<file path="config.mk">
export PLATFORM = sky130hd
export DESIGN_NAME = eink_nfc_upload_sequencer
export DESIGN_NICKNAME = d
export VERILOG_FILES = /design/src/rtl/enus_pkg.sv /design/src/rtl/enus_cfg_regs.sv /design/src/rtl/enus_reply_check.sv /design/src/rtl/enus_phase_fsm.sv /design/src/rtl/eink_nfc_upload_sequencer.sv
export SDC_FILE = /design/constraint.sdc
export NUM_CORES = 1
export LEC_CHECK = 0
export ABC_AREA = 1
export BUFFER_PORTS_ARGS = -buffer_cell sky130_fd_sc_hd__buf_2
export CORE_AREA = 3 3 183 140
export DETAILED_ROUTE_END_ITERATION = 8
export DIE_AREA = 0 0 186 143
export PLACE_DENSITY = 0.63
export SLEW_MARGIN = 5
export SYNTH_ARGS = -nofsm -noshare
export SYNTH_HDL_FRONTEND = slang
export SYNTH_HIERARCHICAL = 1
export SYNTH_SLANG_ARGS = --single-unit
</file>
<file path="constraint.sdc">
create_clock -name clk_i -period 3.07 [get_ports clk_i]
set_input_delay 0.1535 -clock clk_i [delete_from_list [all_inputs] [get_ports clk_i]]
set_output_delay 0.1535 -clock clk_i [all_outputs]
set_load 0.01 [all_outputs]
</file>
<file path="src/rtl/enus_pkg.sv">
`timescale 1ns / 1ps
// Shared types and constants for the e-paper tag upload sequencer.
// No dependencies; imported by every module of the block.
package enus_pkg;

  // Configuration port
  localparam int unsigned CFG_IDX_W  = 8;
  localparam int unsigned CFG_DATA_W = 11;

  localparam logic [CFG_IDX_W-1:0] REG_BYTES_PER_BLOCK  = 8'd0;
  localparam logic [CFG_IDX_W-1:0] REG_BLOCKS_PER_IMAGE = 8'd1;
  localparam logic [CFG_IDX_W-1:0] REG_PANEL_TYPE       = 8'd2;
  localparam logic [CFG_IDX_W-1:0] REG_RETRY_LIMIT      = 8'd3;

  // Fixed field widths
  localparam int unsigned OFFSET_W = 18;
  localparam int unsigned COUNT_W  = 11;
  localparam int unsigned DELAY_W  = 10;

  // Reply bytes
  localparam logic [7:0] REPLY_LEN   = 8'd2;
  localparam logic [7:0] REPLY_OK    = 8'h00;
  localparam logic [7:0] REPLY_READY = 8'hFF;

  // Event kinds
  localparam logic EV_READY = 1'b0;
  localparam logic EV_ERROR = 1'b1;

  // Actions
  localparam logic [1:0] ACT_CONTINUE = 2'd0;
  localparam logic [1:0] ACT_RESELECT = 2'd1;
  localparam logic [1:0] ACT_STOP     = 2'd2;

  // Notifications
  localparam logic [2:0] NTF_NONE     = 3'd0;
  localparam logic [2:0] NTF_DETECTED = 3'd1;
  localparam logic [2:0] NTF_BLOCK    = 3'd2;
  localparam logic [2:0] NTF_UPDATING = 3'd3;
  localparam logic [2:0] NTF_DONE     = 3'd4;
  localparam logic [2:0] NTF_WR_ERROR = 3'd5;

  // Host delays in ms
  localparam logic [DELAY_W-1:0] DLY_NONE    = 10'd0;
  localparam logic [DELAY_W-1:0] DLY_BLOCK   = 10'd10;
  localparam logic [DELAY_W-1:0] DLY_POWER   = 10'd200;
  localparam logic [DELAY_W-1:0] DLY_REFRESH = 10'd500;
  localparam logic [DELAY_W-1:0] DLY_POLL    = 10'd100;
  localparam logic [DELAY_W-1:0] DLY_RESTART = 10'd1000;

  // Frame codes
  localparam logic [3:0] FR_SELECT    = 4'd1;
  localparam logic [3:0] FR_DATA      = 4'd8;
  localparam logic [3:0] FR_WAIT      = 4'd11;
  localparam logic [3:0] FR_POWER_OFF = 4'd12;
  localparam logic [3:0] FR_NONE      = 4'd13;

  // Upload phases, one-hot
  typedef enum logic [14:0] {
    PH_INIT      = 15'b000_0000_0000_0001,
    PH_SELECT    = 15'b000_0000_0000_0010,
    PH_NORMAL    = 15'b000_0000_0000_0100,
    PH_CONFIG1   = 15'b000_0000_0000_1000,
    PH_POWER_ON  = 15'b000_0000_0001_0000,
    PH_CONFIG2   = 15'b000_0000_0010_0000,
    PH_LOAD      = 15'b000_0000_0100_0000,
    PH_PREPARE   = 15'b000_0000_1000_0000,
    PH_BLOCK     = 15'b000_0001_0000_0000,
    PH_POWER_V2  = 15'b000_0010_0000_0000,
    PH_REFRESH   = 15'b000_0100_0000_0000,
    PH_WAIT      = 15'b000_1000_0000_0000,
    PH_RESTART   = 15'b001_0000_0000_0000,
    PH_POWER_OFF = 15'b010_0000_0000_0000,
    PH_ERROR     = 15'b100_0000_0000_0000
  } phase_e;

  typedef struct packed {
    logic [7:0]  bytes_per_block;
    logic [10:0] blocks_per_image;
    logic [7:0]  panel_type;
    logic [2:0]  retry_limit;
  } cfg_t;

  // Decoded reply of one poller event
  typedef struct packed {
    logic poll_err;
    logic good;
    logic ready_good;
  } reply_t;

  typedef struct packed {
    logic [1:0]          action;
    logic [3:0]          phase_now;
    logic [3:0]          next_frame;
    logic [7:0]          frame_argument;
    logic                wait_bounded;
    logic [OFFSET_W-1:0] image_offset;
    logic [COUNT_W-1:0]  blocks_done;
    logic [2:0]          notify;
    logic [DELAY_W-1:0]  delay_ms;
  } result_t;

  function automatic logic [3:0] phase_code(phase_e ph);
    logic [3:0] code;
    unique case (ph)
      PH_INIT:      code = 4'd0;
      PH_SELECT:    code = 4'd1;
      PH_NORMAL:    code = 4'd2;
      PH_CONFIG1:   code = 4'd3;
      PH_POWER_ON:  code = 4'd4;
      PH_CONFIG2:   code = 4'd5;
      PH_LOAD:      code = 4'd6;
      PH_PREPARE:   code = 4'd7;
      PH_BLOCK:     code = 4'd8;
      PH_POWER_V2:  code = 4'd9;
      PH_REFRESH:   code = 4'd10;
      PH_WAIT:      code = 4'd11;
      PH_RESTART:   code = 4'd12;
      PH_POWER_OFF: code = 4'd13;
      default:      code = 4'd14;
    endcase
    return code;
  endfunction

  // Frame sent in a phase: same number up to wait ready, then power off frame
  function automatic logic [3:0] frame_of(phase_e ph);
    logic [3:0] code;
    code = phase_code(ph);
    if (code <= FR_WAIT) begin
      return code;
    end else if (ph == PH_POWER_OFF) begin
      return FR_POWER_OFF;
    end
    return FR_NONE;
  endfunction

endpackage

</file>
<file path="src/rtl/enus_cfg_regs.sv">
`timescale 1ns / 1ps
// Configuration registers of the upload sequencer.
// Depends on enus_pkg for the register indexes and cfg_t.
module enus_cfg_regs
  import enus_pkg::*;
(
  input  logic                  clk_i,
  input  logic                  rst_ni,
  input  logic                  wr_en_i,
  input  logic [CFG_IDX_W-1:0]  wr_index_i,
  input  logic [CFG_DATA_W-1:0] wr_data_i,
  output cfg_t                  cfg_o
);

  cfg_t cfg_q, cfg_d;

  always_comb begin
    cfg_d = cfg_q;
    if (wr_en_i) begin
      unique case (wr_index_i)
        REG_BYTES_PER_BLOCK:  cfg_d.bytes_per_block  = wr_data_i[7:0];
        REG_BLOCKS_PER_IMAGE: cfg_d.blocks_per_image = wr_data_i[10:0];
        REG_PANEL_TYPE:       cfg_d.panel_type       = wr_data_i[7:0];
        REG_RETRY_LIMIT:      cfg_d.retry_limit      = wr_data_i[2:0];
        default:              cfg_d = cfg_q;  // drop unknown index
      endcase
    end
  end

  always_ff @(posedge clk_i or negedge rst_ni) begin
    if (!rst_ni) begin
      cfg_q.bytes_per_block  <= 8'd16;
      cfg_q.blocks_per_image <= 11'd1;
      cfg_q.panel_type       <= 8'd0;
      cfg_q.retry_limit      <= 3'd5;
    end else begin
      cfg_q <= cfg_d;
    end
  end

  assign cfg_o = cfg_q;

endmodule

</file>
<file path="src/rtl/enus_reply_check.sv">
`timescale 1ns / 1ps
// Input register of the upload sequencer: takes one poller event per request
// and holds its decoded reply check. Depends on enus_pkg for reply_t.
module enus_reply_check
  import enus_pkg::*;
(
  input  logic       clk_i,
  input  logic       rst_ni,
  input  logic       in_valid_i,
  output logic       in_stall_o,
  input  logic       event_kind_i,
  input  logic       exchange_ok_i,
  input  logic [7:0] response_length_i,
  input  logic [7:0] response_byte0_i,
  input  logic [7:0] response_byte1_i,
  input  logic       take_i,
  output logic       rep_valid_o,
  output reply_t     rep_o
);

  logic   valid_q, valid_d;
  logic   load;
  logic   base;
  reply_t rep_q, rep_d;

  // Free when empty or when the held request moves on this cycle
  assign load       = !valid_q || take_i;
  assign in_stall_o = !load;

  assign base = exchange_ok_i && (response_length_i == REPLY_LEN)
                && (response_byte1_i == REPLY_OK);

  always_comb begin
    rep_d.poll_err   = (event_kind_i == EV_ERROR);
    rep_d.good       = base && (response_byte0_i == REPLY_OK
                                || response_byte0_i == REPLY_READY);
    rep_d.ready_good = base && (response_byte0_i == REPLY_READY);
    valid_d          = load ? in_valid_i : valid_q;
  end

  always_ff @(posedge clk_i or negedge rst_ni) begin
    if (!rst_ni) begin
      valid_q <= 1'b0;
    end else begin
      valid_q <= valid_d;
    end
  end

  always_ff @(posedge clk_i) begin
    if (load && in_valid_i) begin
      rep_q <= rep_d;
    end
  end

  assign rep_valid_o = valid_q;
  assign rep_o       = rep_q;

endmodule

</file>
<file path="src/rtl/enus_phase_fsm.sv">
`timescale 1ns / 1ps
// Phase sequencer and result register of the upload sequencer: one decoded event
// per cycle, unless stalled, updates phase, counters, offset. Depends on enus_pkg.
module enus_phase_fsm
  import enus_pkg::*;
#(
  parameter int unsigned MAX_BLOCKS = 1024
) (
  input  logic    clk_i,
  input  logic    rst_ni,
  input  cfg_t    cfg_i,
  input  logic    rep_valid_i,
  input  reply_t  rep_i,
  output logic    take_o,
  output logic    out_valid_o,
  input  logic    out_stall_i,
  output result_t res_o
);

  localparam int unsigned CW = $clog2(MAX_BLOCKS + 1);
  localparam int unsigned XW = (CW > COUNT_W) ? CW : COUNT_W;

  phase_e              phase_q, phase_d;
  logic [2:0]          restart_q, restart_d;
  logic [CW-1:0]       count_q, count_d;
  logic [CW-1:0]       count_inc;
  logic [XW-1:0]       count_ext;
  logic [OFFSET_W-1:0] offset_q, offset_d;
  logic                step;
  logic                last_block;
  logic                out_valid_q, out_valid_d;
  logic [1:0]          action;
  logic [2:0]          notify;
  logic [DELAY_W-1:0]  delay;
  logic [3:0]          frame;
  result_t             res_q, res_d;

  assign take_o = !out_valid_q || !out_stall_i;
  assign step   = rep_valid_i && take_o;

  assign count_inc  = count_q + CW'(1);
  assign last_block = (XW'(count_inc) == XW'(cfg_i.blocks_per_image))
                      || (count_inc == CW'(MAX_BLOCKS));

  always_comb begin
    phase_d   = phase_q;
    restart_d = restart_q;
    count_d   = count_q;
    offset_d  = offset_q;
    action    = ACT_CONTINUE;
    notify    = NTF_NONE;
    delay     = DLY_NONE;
    if (rep_i.poll_err) begin
      action = ACT_RESELECT;
    end else begin
      unique case (phase_q)
        PH_INIT: begin
          if (rep_i.good) begin
            notify  = NTF_DETECTED;
            phase_d = PH_SELECT;
          end else begin
            phase_d = PH_ERROR;
          end
        end
        PH_SELECT:   phase_d = rep_i.good ? PH_NORMAL   : PH_ERROR;
        PH_NORMAL:   phase_d = rep_i.good ? PH_CONFIG1  : PH_ERROR;
        PH_CONFIG1:  phase_d = rep_i.good ? PH_POWER_ON : PH_ERROR;
        PH_POWER_ON: phase_d = rep_i.good ? PH_CONFIG2  : PH_ERROR;
        PH_CONFIG2:  phase_d = rep_i.good ? PH_LOAD     : PH_ERROR;
        PH_LOAD:     phase_d = rep_i.good ? PH_PREPARE  : PH_ERROR;
        PH_PREPARE:  phase_d = rep_i.good ? PH_BLOCK    : PH_ERROR;
        PH_BLOCK: begin
          delay = DLY_BLOCK;
          if (rep_i.good) begin
            offset_d = offset_q + OFFSET_W'(cfg_i.bytes_per_block);
            count_d  = count_inc;
            notify   = NTF_BLOCK;
            if (last_block) begin
              phase_d = PH_POWER_V2;
            end
          end else begin
            phase_d = PH_RESTART;
          end
        end
        PH_POWER_V2: begin
          if (rep_i.good) begin
            phase_d = PH_REFRESH;
            notify  = NTF_UPDATING;
            delay   = DLY_POWER;
          end else begin
            phase_d = PH_ERROR;
          end
        end
        PH_REFRESH: begin
          phase_d = rep_i.good ? PH_WAIT : PH_ERROR;
          delay   = DLY_REFRESH;
        end
        PH_WAIT: begin
          // Keep polling until the panel reports ready
          if (rep_i.ready_good) begin
            phase_d = PH_POWER_OFF;
          end else begin
            delay = DLY_POLL;
          end
        end
        PH_RESTART: begin
          if (restart_q < cfg_i.retry_limit) begin
            restart_d = restart_q + 3'd1;
            phase_d   = PH_INIT;
            offset_d  = '0;
            count_d   = '0;
            delay     = DLY_RESTART;
            action    = ACT_RESELECT;
          end else begin
            phase_d = PH_ERROR;
          end
        end
        PH_POWER_OFF: begin
          if (rep_i.good) begin
            notify = NTF_DONE;
            action = ACT_STOP;
          end else begin
            phase_d = PH_ERROR;
          end
        end
        default: begin
          phase_d = PH_ERROR;
          notify  = NTF_WR_ERROR;
          action  = ACT_STOP;
        end
      endcase
    end

    frame     = (action == ACT_STOP) ? FR_NONE : frame_of(phase_d);
    count_ext = XW'(count_d);

    res_d.action         = action;
    res_d.phase_now      = phase_code(phase_d);
    res_d.next_frame     = frame;
    res_d.frame_argument = (frame == FR_SELECT) ? cfg_i.panel_type      :
                           (frame == FR_DATA)   ? cfg_i.bytes_per_block : 8'd0;
    res_d.wait_bounded   = (frame == FR_DATA) || (frame == FR_WAIT);
    res_d.image_offset   = offset_d;
    res_d.blocks_done    = count_ext[COUNT_W-1:0];
    res_d.notify         = notify;
    res_d.delay_ms       = delay;

    out_valid_d = step ? 1'b1 : (take_o ? 1'b0 : out_valid_q);
  end

  always_ff @(posedge clk_i or negedge rst_ni) begin
    if (!rst_ni) begin
      phase_q     <= PH_INIT;
      restart_q   <= 3'd0;
      count_q     <= '0;
      offset_q    <= '0;
      out_valid_q <= 1'b0;
    end else begin
      out_valid_q <= out_valid_d;
      if (step) begin
        phase_q   <= phase_d;
        restart_q <= restart_d;
        count_q   <= count_d;
        offset_q  <= offset_d;
      end
    end
  end

  always_ff @(posedge clk_i) begin
    if (step) begin
      res_q <= res_d;
    end
  end

  assign out_valid_o = out_valid_q;
  assign res_o       = res_q;

`ifndef SYNTHESIS
  a_error_sticky: assert property (@(posedge clk_i) disable iff (!rst_ni)
    phase_q == PH_ERROR |=> phase_q == PH_ERROR)
    else $error("left the error phase");

  a_restart_step: assert property (@(posedge clk_i) disable iff (!rst_ni)
    restart_q != $past(restart_q) |->
      restart_q == $past(restart_q) + 3'd1 && phase_q == PH_INIT)
    else $error("restart count moved without a restart to init");

  a_stop_no_frame: assert property (@(posedge clk_i) disable iff (!rst_ni)
    out_valid_q && res_q.action == ACT_STOP |->
      res_q.next_frame == FR_NONE && !res_q.wait_bounded
      && res_q.frame_argument == 8'd0)
    else $error("stop result carries a frame");

  a_restart_clears: assert property (@(posedge clk_i) disable iff (!rst_ni)
    step && !rep_i.poll_err && phase_q == PH_RESTART
      && restart_q < cfg_i.retry_limit |=> count_q == '0 && offset_q == '0)
    else $error("restart did not clear the upload position");
`endif

endmodule

</file>
<file path="src/rtl/eink_nfc_upload_sequencer.sv">
`timescale 1ns / 1ps
// Upload sequencer for an NFC e-paper tag. Each request is one poller event;
// the block answers with exactly one result (next frame, argument, image offset,
// action, notification, host delay), in order. A request goes through an input
// register and the phase update into a result register, so a result is valid
// once its request has passed the input register, and one request is taken every
// cycle while results are not stalled; the phase, counter and offset update is the
// single step between the two registers. The input side keeps accepting while a
// result waits to be taken, until both registers are full. Registers are written
// via the always ready config port; the user must write them only while no
// request is in flight (not enforced by the block); unknown indexes are dropped.
// Depends on enus_pkg, enus_cfg_regs, enus_reply_check and enus_phase_fsm.
module eink_nfc_upload_sequencer
  import enus_pkg::*;
#(
  parameter int unsigned MAX_BLOCKS = 1024
) (
  input  logic                  clk_i,
  input  logic                  rst_ni,
  // Poller events
  input  logic                  in_valid_i,
  output logic                  in_stall_o,
  input  logic                  event_kind_i,
  input  logic                  exchange_ok_i,
  input  logic [7:0]            response_length_i,
  input  logic [7:0]            response_byte0_i,
  input  logic [7:0]            response_byte1_i,
  // Results
  output logic                  out_valid_o,
  input  logic                  out_stall_i,
  output logic [1:0]            action_o,
  output logic [3:0]            phase_now_o,
  output logic [3:0]            next_frame_o,
  output logic [7:0]            frame_argument_o,
  output logic                  wait_bounded_o,
  output logic [OFFSET_W-1:0]   image_offset_o,
  output logic [COUNT_W-1:0]    blocks_done_o,
  output logic [2:0]            notify_o,
  output logic [DELAY_W-1:0]    delay_ms_o,
  // Configuration writes
  input  logic                  cfg_valid_i,
  output logic                  cfg_ready_o,
  input  logic [CFG_IDX_W-1:0]  cfg_index_i,
  input  logic [CFG_DATA_W-1:0] cfg_data_i
);

  cfg_t    cfg;
  reply_t  rep;
  logic    rep_valid;
  logic    take;
  result_t res;

  assign cfg_ready_o = 1'b1;

  enus_cfg_regs u_cfg (
    .clk_i      (clk_i),
    .rst_ni     (rst_ni),
    .wr_en_i    (cfg_valid_i && cfg_ready_o),
    .wr_index_i (cfg_index_i),
    .wr_data_i  (cfg_data_i),
    .cfg_o      (cfg)
  );

  enus_reply_check u_reply (
    .clk_i             (clk_i),
    .rst_ni            (rst_ni),
    .in_valid_i        (in_valid_i),
    .in_stall_o        (in_stall_o),
    .event_kind_i      (event_kind_i),
    .exchange_ok_i     (exchange_ok_i),
    .response_length_i (response_length_i),
    .response_byte0_i  (response_byte0_i),
    .response_byte1_i  (response_byte1_i),
    .take_i            (take),
    .rep_valid_o       (rep_valid),
    .rep_o             (rep)
  );

  enus_phase_fsm #(
    .MAX_BLOCKS (MAX_BLOCKS)
  ) u_fsm (
    .clk_i       (clk_i),
    .rst_ni      (rst_ni),
    .cfg_i       (cfg),
    .rep_valid_i (rep_valid),
    .rep_i       (rep),
    .take_o      (take),
    .out_valid_o (out_valid_o),
    .out_stall_i (out_stall_i),
    .res_o       (res)
  );

  assign action_o         = res.action;
  assign phase_now_o      = res.phase_now;
  assign next_frame_o     = res.next_frame;
  assign frame_argument_o = res.frame_argument;
  assign wait_bounded_o   = res.wait_bounded;
  assign image_offset_o   = res.image_offset;
  assign blocks_done_o    = res.blocks_done;
  assign notify_o         = res.notify;
  assign delay_ms_o       = res.delay_ms;

endmodule

</file>
==> results.ini, run 1 <==
[run_status]
status = finished with violations
violations = setup timing

[routing]
wire_per_inst_um = 15.43
detail_route.wirelength_um = 24840
drc = 0
antenna_left = 0
drt_iter0_drc = 649
routed_via_density = 4.961
drtPass1Iterations = 5
dr_total_vias = 7988

[final_layout]
area_growth_pct = 35.78
ff_latch_area_mm2 = 0.003879
num_antenna_cells = 0
n_fill_cell = 2293
drive_above_1_share_pct = 33.05
multi_input_area_mm2 = 0.004289
finalNetCount = 1354

[grt]
grt_use_total_pct = 18.66
grt_pass1_wl_um = 38770
grt_max_degree = 57
grt_pass1_vias = 7266
antenna_found_initial = 0
overflow = 0

[worst_setup_path]
path_max_fanout = 5
path_class = register to register
critical_path_required_ps = 3360
end_kind = register
crit_start = u_fsm/count_q[0]$_DFFE_PN0P_
r2r_start = u_fsm/count_q[0]$_DFFE_PN0P_
arrival_ps = 3520
critPathLaunchType = register

[placement]
place_ws_ps = -202.9
portBuffers = 111
routabilityCongestion = 0.8962
dp_hpwl_um = 17550

[pwr]
irDropWorstVdd_uv = 381.8
powerDensity_mw_per_mm2 = 554.3
power_uw = 6271
leakage_uw = 0.005400

[cts]
clkLatencyLatePin_ps = 430
cts-root-buf = clkbuf_16
cts.path.max_buffers = 2
cts_sinks = 142
path_clk_slew_ps = 60
numCtsBuffers = 17
htree_levels = 4
cts_tree = yes

[floorplan]
die_h_um = 143
core_mm2 = 0.02391
die-area_mm2 = 0.02660
rows = 49
start_util_pct = 34.85
die_x_um = 186
pin_count = 114

[logic_synthesis]
synth.net_count = 1117
synth_ff_type = dfrtp_1
synth_area_mm2 = 0.008333
synth_top_area_share_pct = 22.70
ys_top_cells_by_count = nand2_1 (301), inv_1 (126), nand3_1 (98)
synth_edf_count = 63
ys_types = 55
syn_area_per_cell_um2 = 7.906
yosys_warnings = 6
postSynthCellCount = 1054
yosysTopAreaCell = edfxtp_1
synthTopCellsByArea = edfxtp_1 (23%), dfrtp_1 (22%), nand2_1 (14%), nand3_1 (5.9%), inv_1 (5.7%)
yosysSeqAreaShare_pct = 46.50
ys_ff_latch = 142
post-synth-top-count-cell = nand2_1
synthArstFlopShare_pct = 55.63

[sta]
setup-violations-final = 10
slew_headroom_pct = 51.60
fin_crit_ps = 3231
maxSlewViolCount = 0
skew_ps = 12.13
setup_tns_ps = -1126
grt_setup_unrepaired = true
max_slew.worst_pin.slew_ps = 725.9
hold_viol_final = 0
fin_ws_ps = -160.6
fmax_ghz = 0.3095
post-route-period-util_pct = 105.2

[flow_run]
drv_cap = 0

[min_path]
min_from = cfg_data_i[7]
hold_path.class = input port to register

[cell type report]
class                   count  share of cell area, %
multi-input cells         749                  37.91
repair buffers            239                  14.35
clock inverters            10                  1.216
flip-flops and latches    142                  34.28
inverters                 142                  4.755
clock buffers              22                  4.103
well taps                 306                  3.384
[registers in the layout, indices dropped and copies added (netlist names)]
signal,flops
u_reply/rep_valid_o,1
u_cfg/cfg_o,30
u_fsm/out_valid_o,1
u_fsm/count_q,11
u_fsm/offset_q,18
u_fsm/restart_q,3
u_fsm/res_o,60
u_reply/rep_o,3
u_fsm/phase_q,15
[worst max-delay path, stage by stage (launching register included)]
cell	delay, ps
dfrtp_1	420
ha_4	210
nand3_4	90
nor2_4	150
nand4_1	160
nand2_2	160
buf_4	120
nor3_1	40
nand2_1	80
nand3_2	120
a21oi_4	220
nand4_4	170
nor2_4	160
o21ai_4	90
inv_2	90
nor2_4	50
o21ai_4	250
nor2_4	90
nor2_4	150
nand4_1	170
nand2_1	100
[metrics by stage]
stage | hold slack [ps] | instances | util, % | cell area (µm²)
2_1_floorplan | -142.1 | 1054 | - | 8334
3_3_place_gp | 264.7 | 1536 | 41.22 | 9857
3_5_place_dp | 253.8 | 1536 | 41.22 | 9857
4_1_cts | 2.560 | 1598 | 45.88 | 10970
5_1_grt | 12.54 | 1610 | 47.32 | 11310
6_report | 21.56 | 1610 | 47.32 | 11310
[what timing repair did]
item,in CTS,in global routing
hold buffers,13,0
gates cloned,3,1
resized for setup,55,72
buffers inserted,14,11
endpoints found under the hold margin,55,0
pin swaps,32,51
endpoints found under the setup margin,11,23
[final timing paths]
check                                               end  slack [ps]  depth (start not counted)
max                           u_fsm/res_o[45]$_DFFE_PP_        -160                         20
min                         u_cfg/cfg_o[18]$_DFFE_PN0P_          20                          3
max reg2reg                   u_fsm/res_o[45]$_DFFE_PP_        -160                         20
min reg2reg                  u_cfg/cfg_o[0]$_DFFE_PN1P_         460                          2
max in group asynchronous   u_cfg/cfg_o[11]$_DFFE_PN1P_        1970                          3
min in group asynchronous  u_fsm/phase_q[2]$_DFFE_PN0P_         320                          2
[where the power goes]
part | switching (µW) | total (µW) | internal [µW]
sequential | 231 | 2540 | 2310
combinational | 961 | 1600 | 637
clock | 814 | 2130 | 1320
total | 2010 | 6270 | 4260
[logic make-up (layout without fill, tap and decap cells)]
group	Yosys count	in the layout	synth area share (%)
muxes	1	1	0.1351
other	2	2	0.09012
adders and majority gates	13	13	2.042
and+or+nand+nor	586	590	32.82
DFF	142	142	46.50
buffers and inverters	167	413	8.138
xor gates and xnor gates	6	6	0.6306
AOI/OAI and AO/OA	137	137	9.640
[routing by layer]
metal / GRT usage [%] / part of all wire, % / vias to the layer above / routed length, µm
li1: - / - / 3946 / -
met4: 4.740 / 0.99 / 0 / 245
met1: 29.29 / 51 / 3718 / 12590
met2: 26.43 / 42 / 300 / 10320
met5: 0 / 0 / - / 0
met3: 3.209 / 6.8 / 24 / 1681
[placed cells by master (no fill, tap or decap), drive strengths merged, types with 2 or more instances in the layout]
cell type,netlist,routed
dfrtp,74,74
buf,13,226
a31oi,2,2
dlygate4sd3,0,13
nor2,121,123
bufinv,0,3
nand3,104,104
clkbuf,12,22
xor2,4,4
a22oi,2,2
o21ai,71,71
o211ai,3,3
inv,141,142
nor3b,2,2
a21oi,32,32
o22ai,14,14
edfxtp,63,63
o21bai,2,2
ha,12,12
conb,2,2
nand4,23,23
clkinv,1,6
o32ai,4,4
o31ai,3,3
dfstp,5,5
nand3b,4,5
nand2,315,316
nor3,14,14
xnor2,2,2
Note: power is estimated with default switching activity, not from simulation.
==> run 2: changes to the inputs <==
Settings changed: BUFFER_PORTS_ARGS -buffer_cell sky130_fd_sc_hd__buf_2 to -buffer_cell sky130_fd_sc_hd__buf_4, PLACE_DENSITY 0.63 to 0.53.
==> results.ini, run 2 (synthesis results as in run 1) <==
[pwr]
p_sw_uw = 2007
power.share.clock_pct = 34.6
swShare_pct = 31.22
p_int_uw = 4421
powerDensity_mw_per_mm2 = 546.8
irDropWorstVdd_uv = 388.7
seq_power_share_pct = 39.3
leakage_uw = 0.005561
power_frac_comb_pct = 26.1

[sta]
max_slew.worst_pin.slew_ps = 652.3
fin_crit_ps = 3255
fmax_ghz = 0.3072
fin_ws_ps = -185.4
setup-violations-final = 10
grt_setup_unrepaired = true
maxSlewViolCount = 0
slew_headroom_pct = 56.51
skew_ps = 12.65
whs_ps = 81.55
hold_viol_final = 0
post-route-period-util_pct = 106.0
setup_tns_ps = -1598

[routing]
dr_total_vias = 8050
drtPass1Iterations = 5
detail_route.wirelength_um = 25110
routed_via_density = 4.942
drc = 0
antenna_left = 0
routed-wl-met3_um = 1705
wire_per_inst_um = 15.41
drt_iter0_drc = 632
wl_met1_um = 12910
wl_met2_um = 10150
top_layer = met4

[placement]
routabilityCongestion = 0.8873
dp_hpwl_um = 17900
portBuffers = 111
place_area_mm2 = 0.01021

[worst_setup_path]
crit_top_cell = nor2_4
ff2ff_path_depth = 25
max_stage_delay_ps = 400
end_kind = register
path_max_fanout = 6
crit_path_top_delay_cell = dfrtp_1
r2r_end = u_fsm/res_o[44]$_DFFE_PP_
critPathLaunchType = register
r2r_start = u_fsm/count_q[1]$_DFFE_PN0P_
r2r_setup_slack_ps = -190
crit_path_end = u_fsm/res_o[44]$_DFFE_PP_
critical_path_required_ps = 3370
arrival_ps = 3550
crit_start = u_fsm/count_q[1]$_DFFE_PN0P_
path_class = register to register

[final_layout]
drive_above_1_share_pct = 34.24
final_cell_mix = nand2_1 (268), buf_4 (234), inv_1 (123)
post-route-cell-area_mm2 = 0.01176
area_growth_pct = 41.08
finalNetCount = 1373
final_core_util_pct = 49.17
largest_register_ff_count = 60
n_fill_cell = 2286
num_antenna_cells = 0
final_common_cell = nand2_1

[floorplan]
pin_count = 114
die_x_um = 186
die_h_um = 143
start_util_pct = 34.85
core_mm2 = 0.02391
rows = 49
die-area_mm2 = 0.02660

[grt]
grt_use_total_pct = 19.06
grt_pass1_vias = 7454
grt_pass1_wl_um = 39470
antenna_found_initial = 0
grt_max_degree = 86
overflow = 0

[cts]
numCtsBuffers = 17
cts_sinks = 142
htree_levels = 4
clkLatencyLatePin_ps = 430
path_clk_slew_ps = 60
cts-root-buf = clkbuf_16
cts.path.max_buffers = 2
cts_tree = yes

[run_status]
status = finished with violations
violations = setup timing

[min_path]
hold_path.class = input port to register

[flow_run]
drv_cap = 0

## run 2: changes by cell type in the layout (fill, tap and decap cells not counted), sizes merged
cell,previous run,this run
nand2,316,315
clkinv,6,3
clkinvlp,1,2
nand3b,5,4
buf,226,245
dlygate4sd3,13,15
clkbuf,22,25
bufinv,3,2
## run 2: area by class of cell
type	instances	area, µm²	share of cell area [%]
clock buffer	25	549.3	4.672
clock inverter	7	92.59	0.7876
inverter	142	539.3	4.587
multi-input combinational	747	4265	36.28
sequential	142	3879	32.99
tap	306	382.9	3.257
timing repair buffer	260	2048	17.42
## run 2: per-stage QoR
step | cells | total power, µW | setup slack [ps]
3_3_place_gp | 1552 | 4005 | -236.1
2_1_floorplan | 1054 | 3338 | 247.4
3_5_place_dp | 1552 | 4014 | -251.7
5_1_grt | 1629 | 6791 | -362.0
4_1_cts | 1621 | 6369 | -60.82
6_report | 1629 | 6428 | -185.4
## run 2: worst max-delay path: cells and delay by family (launching register included)
kind                   cells  cell delay [ps]
and+or+nand+nor           18             1670
buffers and inverters      4              540
AOI/OAI and AO/OA          3              500
DFF                        1              400
## run 2: worst min path at each step
stage | startpoint | endpoint | slack [ps] | cells after the start
after global routing | cfg_index_i[1] | u_cfg/cfg_o[26]$_DFFE_PN1P_ | 90 | 4
after floorplan | rst_ni | u_cfg/cfg_o[10]$_DFFE_PN0P_ | -140 | 0
final | cfg_index_i[1] | u_cfg/cfg_o[26]$_DFFE_PN1P_ | 80 | 4
after global placement | rst_ni | u_cfg/cfg_o[8]$_DFFE_PN0P_ | 230 | 1
after CTS | cfg_index_i[1] | u_cfg/cfg_o[26]$_DFFE_PN1P_ | 60 | 4
after detailed placement | rst_ni | u_fsm/phase_q[1]$_DFFE_PN0P_ | 230 | 1
## run 2: per-layer routing
layer	vias to the layer above	GRT usage, %
li1	3992	-
met1	3759	30.23
met2	274	26.21
met3	25	3.845
met4	0	4.700
met5	-	0
## run 2: repair_timing
action / 4_1_cts / 5_1_grt
setup endpoints to repair: 11 / 24
gates cloned: 1 / 1
gates resized for setup: 62 / 70
hold buffers: 15 / 0
endpoints found under the hold margin: 67 / 0
buffers inserted: 21 / 7
pin swaps: 32 / 42
## run 2: power groups by stage
stage                     registers, µW  logic (µW)  clock network, µW
final                              2520        1680               2220
after detailed placement           2520        1490                  0
after CTS                          2510        1590               2270
after global routing               2560        1880               2350
after global placement             2530        1480                  0
after floorplan                    2540         795                  0
